### config.mk
export PLATFORM = sky130hd
export DESIGN_NAME = vector_integer_reduction_unit_flat
export DESIGN_NICKNAME = d
export VERILOG_FILES = /design/src/vir_pkg.sv /design/src/vir_elem_if.sv /design/src/vir_result_if.sv /design/src/vir_cfg_if.sv /design/src/vir_fold.sv /design/src/vector_integer_reduction_unit.sv /design/src/flat_wrapper.sv
export SDC_FILE = /design/constraint.sdc
export NUM_CORES = 1
export LEC_CHECK = 0
export CAP_MARGIN = 20
export CORE_AREA = 2 2 154 270
export CTS_BUF_LIST = sky130_fd_sc_hd__clkbuf_4
export DETAILED_ROUTE_END_ITERATION = 12
export DIE_AREA = 0 0 156 272
export DONT_BUFFER_PORTS = 1
export GPL_TIMING_DRIVEN = 0
export PLACE_DENSITY = 0.7
export SLEW_MARGIN = 10
export SYNTH_ARGS = -nofsm -noshare
export SYNTH_HDL_FRONTEND = slang
export SYNTH_HIERARCHICAL = 1
export SYNTH_SLANG_ARGS = --single-unit
### constraint.sdc
create_clock -name i_clk -period 13.5 [get_ports i_clk]
set_input_delay 2.025 -clock i_clk [delete_from_list [all_inputs] [get_ports i_clk]]
set_output_delay 2.025 -clock i_clk [all_outputs]
set_load 0.02 [all_outputs]
### src/vir_pkg.sv
// Package: shared constants, types and helper functions for the vector integer reduction unit.
package vir_pkg;

    localparam int DATA_W  = 64;
    localparam int OP_W    = 4;
    localparam int EW_W    = 2;
    localparam int CFG_IDX_W = 2;

    localparam logic [DATA_W-1:0] ALL_ONES = 64'hFFFF_FFFF_FFFF_FFFF;

    // Operation codes
    localparam logic [OP_W-1:0] OP_SUM   = 4'd0;
    localparam logic [OP_W-1:0] OP_AND   = 4'd1;
    localparam logic [OP_W-1:0] OP_OR    = 4'd2;
    localparam logic [OP_W-1:0] OP_XOR   = 4'd3;
    localparam logic [OP_W-1:0] OP_MINU  = 4'd4;
    localparam logic [OP_W-1:0] OP_MIN   = 4'd5;
    localparam logic [OP_W-1:0] OP_MAXU  = 4'd6;
    localparam logic [OP_W-1:0] OP_MAX   = 4'd7;
    localparam logic [OP_W-1:0] OP_WSUMU = 4'd8;
    localparam logic [OP_W-1:0] OP_WSUM  = 4'd9;

    // Element width codes
    localparam logic [EW_W-1:0] EW_8  = 2'd0;
    localparam logic [EW_W-1:0] EW_16 = 2'd1;
    localparam logic [EW_W-1:0] EW_32 = 2'd2;
    localparam logic [EW_W-1:0] EW_64 = 2'd3;

    // Configuration register indexes
    localparam logic [CFG_IDX_W-1:0] CFG_OP_KIND       = 2'd0;
    localparam logic [CFG_IDX_W-1:0] CFG_ELEMENT_WIDTH = 2'd1;
    localparam logic [CFG_IDX_W-1:0] CFG_MASKED_MODE   = 2'd2;
    localparam logic [CFG_IDX_W-1:0] CFG_START_SCALAR  = 2'd3;

    typedef struct packed {
        logic [OP_W-1:0]   op_kind;
        logic [EW_W-1:0]   element_width;
        logic              masked_mode;
        logic [DATA_W-1:0] start_scalar;
    } t_cfg;

    function automatic logic f_is_wide(input logic [OP_W-1:0] op);
        return (op == OP_WSUMU) || (op == OP_WSUM);
    endfunction

    function automatic logic [DATA_W-1:0] f_elem_mask(input logic [EW_W-1:0] ew);
        logic [DATA_W-1:0] m;
        unique case (ew)
            EW_8:    m = 64'h0000_0000_0000_00FF;
            EW_16:   m = 64'h0000_0000_0000_FFFF;
            EW_32:   m = 64'h0000_0000_FFFF_FFFF;
            default: m = ALL_ONES;
        endcase
        return m;
    endfunction

    function automatic logic [DATA_W-1:0] f_res_mask(input logic [EW_W-1:0] ew,
                                                     input logic wide);
        logic [DATA_W-1:0] m;
        if (!wide) begin
            m = f_elem_mask(ew);
        end else begin
            unique case (ew)
                EW_8:    m = 64'h0000_0000_0000_FFFF;
                EW_16:   m = 64'h0000_0000_FFFF_FFFF;
                default: m = ALL_ONES;
            endcase
        end
        return m;
    endfunction

    // Top bit of an element of the given width
    function automatic logic [DATA_W-1:0] f_sign_bit(input logic [EW_W-1:0] ew);
        logic [DATA_W-1:0] b;
        unique case (ew)
            EW_8:    b = 64'h0000_0000_0000_0080;
            EW_16:   b = 64'h0000_0000_0000_8000;
            EW_32:   b = 64'h0000_0000_8000_0000;
            default: b = 64'h8000_0000_0000_0000;
        endcase
        return b;
    endfunction

    function automatic logic [DATA_W-1:0] f_sign_ext(input logic [DATA_W-1:0] v,
                                                     input logic [EW_W-1:0] ew);
        logic [DATA_W-1:0] r;
        unique case (ew)
            EW_8:    r = {{56{v[7]}}, v[7:0]};
            EW_16:   r = {{48{v[15]}}, v[15:0]};
            EW_32:   r = {{32{v[31]}}, v[31:0]};
            default: r = v;
        endcase
        return r;
    endfunction

endpackage

### src/vir_elem_if.sv
// Interface: element input channel.
interface vir_elem_if;
    logic                        valid;
    logic                        ready;
    logic [vir_pkg::DATA_W-1:0]  element_value;
    logic                        elem_mask;
    logic                        last_element;

    modport source (output valid, output element_value, output elem_mask,
                    output last_element, input ready);
    modport sink   (input valid, input element_value, input elem_mask,
                    input last_element, output ready);
endinterface

### src/vir_result_if.sv
// Interface: reduction result output channel.
interface vir_result_if;
    logic                        valid;
    logic                        ready;
    logic [vir_pkg::DATA_W-1:0]  reduction_result;

    modport source (output valid, output reduction_result, input ready);
    modport sink   (input valid, input reduction_result, output ready);
endinterface

### src/vir_cfg_if.sv
// Interface: configuration register write channel.
interface vir_cfg_if;
    logic                           valid;
    logic                           ready;
    logic [vir_pkg::CFG_IDX_W-1:0]  index;
    logic [vir_pkg::DATA_W-1:0]     data;

    modport source (output valid, output index, output data, input ready);
    modport sink   (input valid, input index, input data, output ready);
endinterface

### src/vir_fold.sv
// Fold datapath: combines one element into the running accumulator.
module vir_fold (
    input  vir_pkg::t_cfg               i_cfg,
    input  logic [vir_pkg::DATA_W-1:0]  i_acc,
    input  logic [vir_pkg::DATA_W-1:0]  i_element,
    input  logic                        i_mask,
    output logic [vir_pkg::DATA_W-1:0]  o_acc
);

    logic [vir_pkg::DATA_W-1:0] rmask;
    logic [vir_pkg::DATA_W-1:0] emask;
    logic [vir_pkg::DATA_W-1:0] flip;
    logic [vir_pkg::DATA_W-1:0] a;
    logic [vir_pkg::DATA_W-1:0] e;
    logic [vir_pkg::DATA_W-1:0] addend;
    logic [vir_pkg::DATA_W-1:0] sum;
    logic [vir_pkg::DATA_W-1:0] res;
    logic                       active;
    logic                       le_u;
    logic                       le_s;

    assign rmask  = vir_pkg::f_res_mask(i_cfg.element_width,
                                        vir_pkg::f_is_wide(i_cfg.op_kind));
    assign emask  = vir_pkg::f_elem_mask(i_cfg.element_width);
    assign flip   = vir_pkg::f_sign_bit(i_cfg.element_width);
    assign a      = i_acc & rmask;
    assign e      = i_element & emask;
    assign active = !i_cfg.masked_mode || i_mask;
    assign le_u   = (a <= e);
    assign le_s   = ((a ^ flip) <= (e ^ flip));
    assign addend = (i_cfg.op_kind == vir_pkg::OP_WSUM)
                  ? vir_pkg::f_sign_ext(e, i_cfg.element_width) : e;
    assign sum    = a + addend;

    always_comb begin
        res = a;
        if (active) begin
            case (i_cfg.op_kind) inside
                vir_pkg::OP_SUM, vir_pkg::OP_WSUMU, vir_pkg::OP_WSUM: res = sum;
                vir_pkg::OP_AND:  res = a & e;
                vir_pkg::OP_OR:   res = a | e;
                vir_pkg::OP_XOR:  res = a ^ e;
                vir_pkg::OP_MINU: res = le_u ? a : e;
                vir_pkg::OP_MIN:  res = le_s ? a : e;
                vir_pkg::OP_MAXU: res = le_u ? e : a;
                vir_pkg::OP_MAX:  res = le_s ? e : a;
                default:          res = a;
            endcase
        end
    end

    assign o_acc = res & rmask;

endmodule

### src/vector_integer_reduction_unit.sv
// Top level: vector integer reduction unit with input register and result register.
//
//  channel   dir  payload                                    notes
//  i_elem    in   element_value[64], elem_mask, last_element one element per transaction
//  o_result  out  reduction_result[64]                       one per last element
//  i_cfg     in   index[2], data[64]                         always ready
//
// One element per cycle, but for the stall below; a result goes out via the result register.
// The accumulator loop (one add, compare or logic op) sets the clock period.
// Synchronous active-low reset clears config, valid flags and the busy flag.
// A result not yet taken holds the next last element in the input register, which
// then blocks the input; elements that are not last keep flowing meanwhile.
module vector_integer_reduction_unit (
    input  logic                 i_clk,
    input  logic                 i_rst_n,
    vir_elem_if.sink             i_elem,
    vir_result_if.source         o_result,
    vir_cfg_if.sink              i_cfg
);

    vir_pkg::t_cfg               r_cfg;
    logic                        r_in_valid;
    logic [vir_pkg::DATA_W-1:0]  r_in_value;
    logic                        r_in_mask;
    logic                        r_in_last;
    logic                        r_busy;
    logic [vir_pkg::DATA_W-1:0]  r_acc;
    logic                        r_out_valid;
    logic [vir_pkg::DATA_W-1:0]  r_out_data;

    logic [vir_pkg::DATA_W-1:0]  n_acc;
    logic [vir_pkg::DATA_W-1:0]  acc_base;
    logic                        advance;
    logic                        in_take;

    assign i_cfg.ready = 1'b1;

    always_ff @(posedge i_clk) begin
        if (!i_rst_n) begin
            r_cfg <= '0;
        end else if (i_cfg.valid) begin
            unique case (i_cfg.index)
                vir_pkg::CFG_OP_KIND:       r_cfg.op_kind <= i_cfg.data[vir_pkg::OP_W-1:0];
                vir_pkg::CFG_ELEMENT_WIDTH: r_cfg.element_width <= i_cfg.data[vir_pkg::EW_W-1:0];
                vir_pkg::CFG_MASKED_MODE:   r_cfg.masked_mode <= i_cfg.data[0];
                vir_pkg::CFG_START_SCALAR:  r_cfg.start_scalar <= i_cfg.data;
                default: ;
            endcase
        end
    end

    assign advance = r_in_valid && (!r_in_last || !r_out_valid || o_result.ready);
    assign i_elem.ready = !r_in_valid || advance;
    assign in_take = i_elem.valid && i_elem.ready;

    // Input register
    always_ff @(posedge i_clk) begin
        if (!i_rst_n) begin
            r_in_valid <= 1'b0;
        end else if (in_take) begin
            r_in_valid <= 1'b1;
        end else if (advance) begin
            r_in_valid <= 1'b0;
        end
    end

    always_ff @(posedge i_clk) begin
        if (in_take) begin
            r_in_value <= i_elem.element_value;
            r_in_mask  <= i_elem.elem_mask;
            r_in_last  <= i_elem.last_element;
        end
    end

    // New vector starts from the start scalar
    assign acc_base = r_busy ? r_acc : r_cfg.start_scalar;

    vir_fold u_fold (
        .i_cfg     (r_cfg),
        .i_acc     (acc_base),
        .i_element (r_in_value),
        .i_mask    (r_in_mask),
        .o_acc     (n_acc)
    );

    always_ff @(posedge i_clk) begin
        if (!i_rst_n) begin
            r_busy <= 1'b0;
        end else if (advance) begin
            r_busy <= !r_in_last;
        end
    end

    always_ff @(posedge i_clk) begin
        if (advance) begin
            r_acc <= n_acc;
        end
    end

    // Result register
    always_ff @(posedge i_clk) begin
        if (!i_rst_n) begin
            r_out_valid <= 1'b0;
        end else if (advance && r_in_last) begin
            r_out_valid <= 1'b1;
        end else if (o_result.ready) begin
            r_out_valid <= 1'b0;
        end
    end

    always_ff @(posedge i_clk) begin
        if (advance && r_in_last) begin
            r_out_data <= n_acc;
        end
    end

    assign o_result.valid            = r_out_valid;
    assign o_result.reduction_result = r_out_data;

endmodule
### src/flat_wrapper.sv
// flat-port wrapper written by rule: the top's interface ports become plain ports
module vector_integer_reduction_unit_flat 
  (i_clk, i_rst_n, i_elem_valid, i_elem_element_value, i_elem_elem_mask, i_elem_last_element, i_elem_ready, o_result_valid, o_result_reduction_result, o_result_ready, i_cfg_valid, i_cfg_index, i_cfg_data, i_cfg_ready);
  vir_elem_if i_elem_i ();
  vir_result_if o_result_i ();
  vir_cfg_if i_cfg_i ();
  input  logic i_clk;
  input  logic i_rst_n;
  input wire logic [$bits(i_elem_i.valid)-1:0] i_elem_valid;
  input wire logic [$bits(i_elem_i.element_value)-1:0] i_elem_element_value;
  input wire logic [$bits(i_elem_i.elem_mask)-1:0] i_elem_elem_mask;
  input wire logic [$bits(i_elem_i.last_element)-1:0] i_elem_last_element;
  output wire logic [$bits(i_elem_i.ready)-1:0] i_elem_ready;
  output wire logic [$bits(o_result_i.valid)-1:0] o_result_valid;
  output wire logic [$bits(o_result_i.reduction_result)-1:0] o_result_reduction_result;
  input wire logic [$bits(o_result_i.ready)-1:0] o_result_ready;
  input wire logic [$bits(i_cfg_i.valid)-1:0] i_cfg_valid;
  input wire logic [$bits(i_cfg_i.index)-1:0] i_cfg_index;
  input wire logic [$bits(i_cfg_i.data)-1:0] i_cfg_data;
  output wire logic [$bits(i_cfg_i.ready)-1:0] i_cfg_ready;
  assign i_elem_i.valid = i_elem_valid;
  assign i_elem_i.element_value = i_elem_element_value;
  assign i_elem_i.elem_mask = i_elem_elem_mask;
  assign i_elem_i.last_element = i_elem_last_element;
  assign i_elem_ready = i_elem_i.ready;
  assign o_result_valid = o_result_i.valid;
  assign o_result_reduction_result = o_result_i.reduction_result;
  assign o_result_i.ready = o_result_ready;
  assign i_cfg_i.valid = i_cfg_valid;
  assign i_cfg_i.index = i_cfg_index;
  assign i_cfg_i.data = i_cfg_data;
  assign i_cfg_ready = i_cfg_i.ready;
  vector_integer_reduction_unit u_core (.i_clk(i_clk), .i_rst_n(i_rst_n), .i_elem(i_elem_i), .o_result(o_result_i), .i_cfg(i_cfg_i));
endmodule
==> impl_metrics.env <==
export IMPL_max_freq_mhz=111
export IMPL_synthTopCellsByCount="sky130_fd_sc_hd__nand2_1, sky130_fd_sc_hd__ha_1, sky130_fd_sc_hd__edfxtp_1, sky130_fd_sc_hd__a21oi_1, sky130_fd_sc_hd__inv_1"
export IMPL_clk_transition_reported_paths_ps=70
export IMPL_clock_sinks=268
export IMPL_global_placement_routability_congestion=1.02
export IMPL_finalMaxSlewViolations=0
export IMPL_wl_met2_um=44400
export IMPL_dp_hpwl_um=68100
export IMPL_synth_lib_cells_used_distinct=87
export IMPL_synthMuxAreaShare=0.0964
export IMPL_globalRouteOverflowTotal=0
export IMPL_viasPerCell=6.60
export IMPL_timing_critical_path_required_ps=13920
export IMPL_vdd_drop_max_mv=0.0864
export IMPL_synth_top_cell_area_share=0.265
export IMPL_synth_area_per_cell_sq_um=8.80
export IMPL_tritoncts_clock_tree="built"
export IMPL_asyncSetResetFlopFracSynth=0
export IMPL_power_leakage_nw=10.8
export IMPL_synth_largest_area_cell="sky130_fd_sc_hd__edfxtp_1"
export IMPL_clock_path_buffers=3
export IMPL_post_cts_buffers=0
export IMPL_power_per_cell_area_nw_per_um2=79.4
export IMPL_compound_gate_fraction_of_synth_area=0.189
export IMPL_startpoint_type="register"
export IMPL_finalHoldWorstSlack_ps=458
export IMPL_drt_iter0_markers=1814
export IMPL_rsz0062_at_grt="no"
export IMPL_cpMostUsedCell="sky130_fd_sc_hd__clkbuf_1"
export IMPL_report_final_hold_viol_count=0
export IMPL_placement_io_buffers=0
export IMPL_drive_above_1_share=0.0927
export IMPL_final_setup_skew_ps=47.2
export IMPL_synth_main_ff_cell="sky130_fd_sc_hd__edfxtp_1"
export IMPL_critPathMaxStageDelay_ps=860
export IMPL_avgRoutedWirePerCell_um=28.6
export IMPL_syn_inst=2494
export IMPL_die_extent_in_x_um=156
export IMPL_share_of_synthesized_cell_area_in_full_adder_half_adder_and_majority_cells=0.144
export IMPL_worst_path_max_delay_cell="sky130_fd_sc_hd__clkbuf_1"
export IMPL_worst_slew_margin_rel=0.170
export IMPL_maximum_number_of_pins_on_one_net_before_global_route_repair=39
export IMPL_initial_standard_cell_utilization_of_the_core=0.544
export IMPL_number_of_antenna_violations_at_the_first_check_in_global_routing=4
export IMPL_yosys_cell_count_top_type="sky130_fd_sc_hd__nand2_1"
export IMPL_synthXorXnorAreaFrac=0.0232
export IMPL_pin_count=204
export IMPL_netlist_area_sq_um=21900
export IMPL_dr_max_layer_used="met5"
export IMPL_timing_critical_path_to_type="register"
export IMPL_final_min_clock_period_ps=9030
export IMPL_timing_worst_slew_pin_value_ps=1240
export IMPL_dr_total_vias=20600
export IMPL_ys_seq_area_frac=0.333
export IMPL_critical_path_startpoint="u_core/r_cfg[69]"
export IMPL_clk_latency_ps=770
export IMPL_grt_first_pass_wirelength_um=127000
export IMPL_placementRows=98
export IMPL_timing_hold_worst_start="u_core/r_cfg[15]"
export IMPL_setup_violations_final=0
export IMPL_cts_hold_buffers=0
export IMPL_rr_startpoint="u_core/r_cfg[69]"
export IMPL_path_cells="clkbuf_1, nor2_1, and2_1, clkbuf_1, nor2_1, nor2_1, clkbuf_1, clkbuf_1, clkbuf_1, nand2_1, inv_1, ha_1, a211oi_1, o21ai_0, o2111ai_1, a31oi_1, or3_1, a221oi_2, a2bb2oi_4, mux2i_4, mux2i_1, a21boi_0, o41ai_1"
export IMPL_chip_height_um=272
export IMPL_number_of_enable_type_register_cells_in_the_synthesized_netlist=194
export IMPL_postSynthRegisterBits=268
export IMPL_post_layout_nonfiller_instances=3124
export IMPL_outcome="finished, final reports clean"
export IMPL_final_util=0.585
export IMPL_ctsRootBufferMaster="sky130_fd_sc_hd__clkbuf_4"
export IMPL_drv_cap=0
export IMPL_instance_count_after_placement_with_tap_cells_included=3004
export IMPL_total_power_consumption_mw=1.87
export IMPL_first_global_vias=20800
export IMPL_hold_path_class="register to register"
export IMPL_cts_made_buffers=61
export IMPL_combinational_family_with_the_most_area_after_synthesis="compound AO/OA/AOI/OAI gates"
export IMPL_critical_path_max_fanout=10
export IMPL_syn_num_nets=2883
export IMPL_die_footprint_sq_um=42400
export IMPL_synth_simple_gate_area_share=0.155
export IMPL_final_period_utilization=0.669
export IMPL_synthToLayoutAreaGrowth_pct=7.53
export IMPL_post_synth_main_area_contributors="sky130_fd_sc_hd__edfxtp_1, sky130_fd_sc_hd__ha_1, sky130_fd_sc_hd__nand2_1, sky130_fd_sc_hd__dfxtp_1, sky130_fd_sc_hd__mux2i_1"
export IMPL_arrival_ps=9450
export IMPL_grt_util_all_layers=0.409
export IMPL_wl_met1_um=29400
export IMPL_route_final_wire_length_um=89200
export IMPL_fin_tns_setup_ps=0
export IMPL_num_nets_final=2959
export IMPL_core_area_sq_um=40300
export IMPL_cts_resized=0
export IMPL_drt_pass1_iterations=7
export IMPL_drc=0
export IMPL_path_class="register to register"
export IMPL_clock_tree_htree_level_count=2
export IMPL_number_of_routed_nets_with_antenna_violations=0
export IMPL_met3WireLength_um=6850
export IMPL_synthesis_yosys_warnings=6
[per-stage QoR]
stage / area [sq um] / setup slack, ps
2_1_floorplan: 21900 / 6180
3_3_place_gp: 22600 / 2530
3_5_place_dp: 22800 / 4840
4_1_cts: 23500 / 4800
5_1_grt: 23600 / 4480
6_report: 23600 / 4470
[logic make-up (layout without fill, tap and decap cells)]
kind of cell,after synthesis,after routing
AND/OR/NAND/NOR,777,777
flip-flops,268,268
other,1,3
AO/OA/AOI/OAI,641,641
XOR/XNOR,58,58
adder cells (fa/ha/maj),252,252
multiplexers,201,201
buffers and inverters,296,424
[worst paths after layout]
kind / to / slack [ps] / depth (start not counted)
setup / recovery: u_core/o_result.reduction_result[53] / 4470 / 23
hold / removal: u_core/r_cfg[15] / 460 / 2
setup reg to reg: u_core/o_result.reduction_result[53] / 4470 / 23
hold reg to reg: u_core/r_cfg[15] / 460 / 2
[power breakdown]
group / switching (mW) / internal, mW
logic: 0.207 / 0.102
registers: 0.0210 / 0.917
clock network: 0.331 / 0.296
[critical path: cells and delay by family (launching register included)]
family          cells  cell delay [ps]
simple gates        6             1650
mux                 2              900
compound gates      8             2640
fa+ha+maj           1              290
flops               1              340
buf+inv             6             2880
[placed cells by master, fill, tap and decap left out, types with 10 or more instances in the layout]
cell type / count
sky130_fd_sc_hd__mux2_2: 68
sky130_fd_sc_hd__mux2i_1: 131
sky130_fd_sc_hd__and3_1: 10
sky130_fd_sc_hd__a31oi_1: 42
sky130_fd_sc_hd__dfxtp_1: 74
sky130_fd_sc_hd__o21ai_0: 136
sky130_fd_sc_hd__a21oi_1: 193
sky130_fd_sc_hd__buf_2: 21
sky130_fd_sc_hd__inv_1: 155
sky130_fd_sc_hd__o221ai_1: 31
sky130_fd_sc_hd__o21bai_1: 15
sky130_fd_sc_hd__edfxtp_1: 194
sky130_fd_sc_hd__clkbuf_4: 86
sky130_fd_sc_hd__ha_1: 251
sky130_fd_sc_hd__nand2b_1: 18
sky130_fd_sc_hd__nand3_1: 31
sky130_fd_sc_hd__a221oi_1: 35
sky130_fd_sc_hd__a21o_1: 32
sky130_fd_sc_hd__clkinv_1: 22
sky130_fd_sc_hd__clkbuf_1: 91
sky130_fd_sc_hd__xnor2_1: 38
sky130_fd_sc_hd__nand2_1: 476
sky130_fd_sc_hd__buf_1: 12
sky130_fd_sc_hd__nor2_1: 105
sky130_fd_sc_hd__nand4_1: 25
sky130_fd_sc_hd__xor2_1: 20
sky130_fd_sc_hd__nor2b_1: 10
sky130_fd_sc_hd__nor3_1: 31
sky130_fd_sc_hd__buf_12: 12
sky130_fd_sc_hd__and2_1: 28
sky130_fd_sc_hd__o211ai_1: 34
sky130_fd_sc_hd__a211oi_1: 22
[sequential cells by signal, indices dropped and copies added, names as in the netlist]
register and flops:
u_core/r_in_mask 1, u_core/o_result.valid 1, u_core/r_in_value 64, u_core/r_cfg 71, u_core/o_result.reduction_result 64, u_core/r_busy 1
u_core/r_in_last 1, u_core/r_in_valid 1, u_core/r_acc 64
[final cells by class]
cell class	count	area (sq um)
buffer	140	721
inverter	156	586
sequential	268	7310
clock buffer	86	646
clock inverter	29	116
multi-input combinational	1930	13400
timing repair buffer	13	215
antenna	2	5.00
fill	3659	16700
tap	500	626
[routing by layer]
layer	track usage	up-vias
li1	-	9202
met1	0.405	9758
met2	0.722	1208
met3	0.0845	455
met4	0.343	4
met5	0	-
Note: power is estimated with default switching activity, not from simulation.
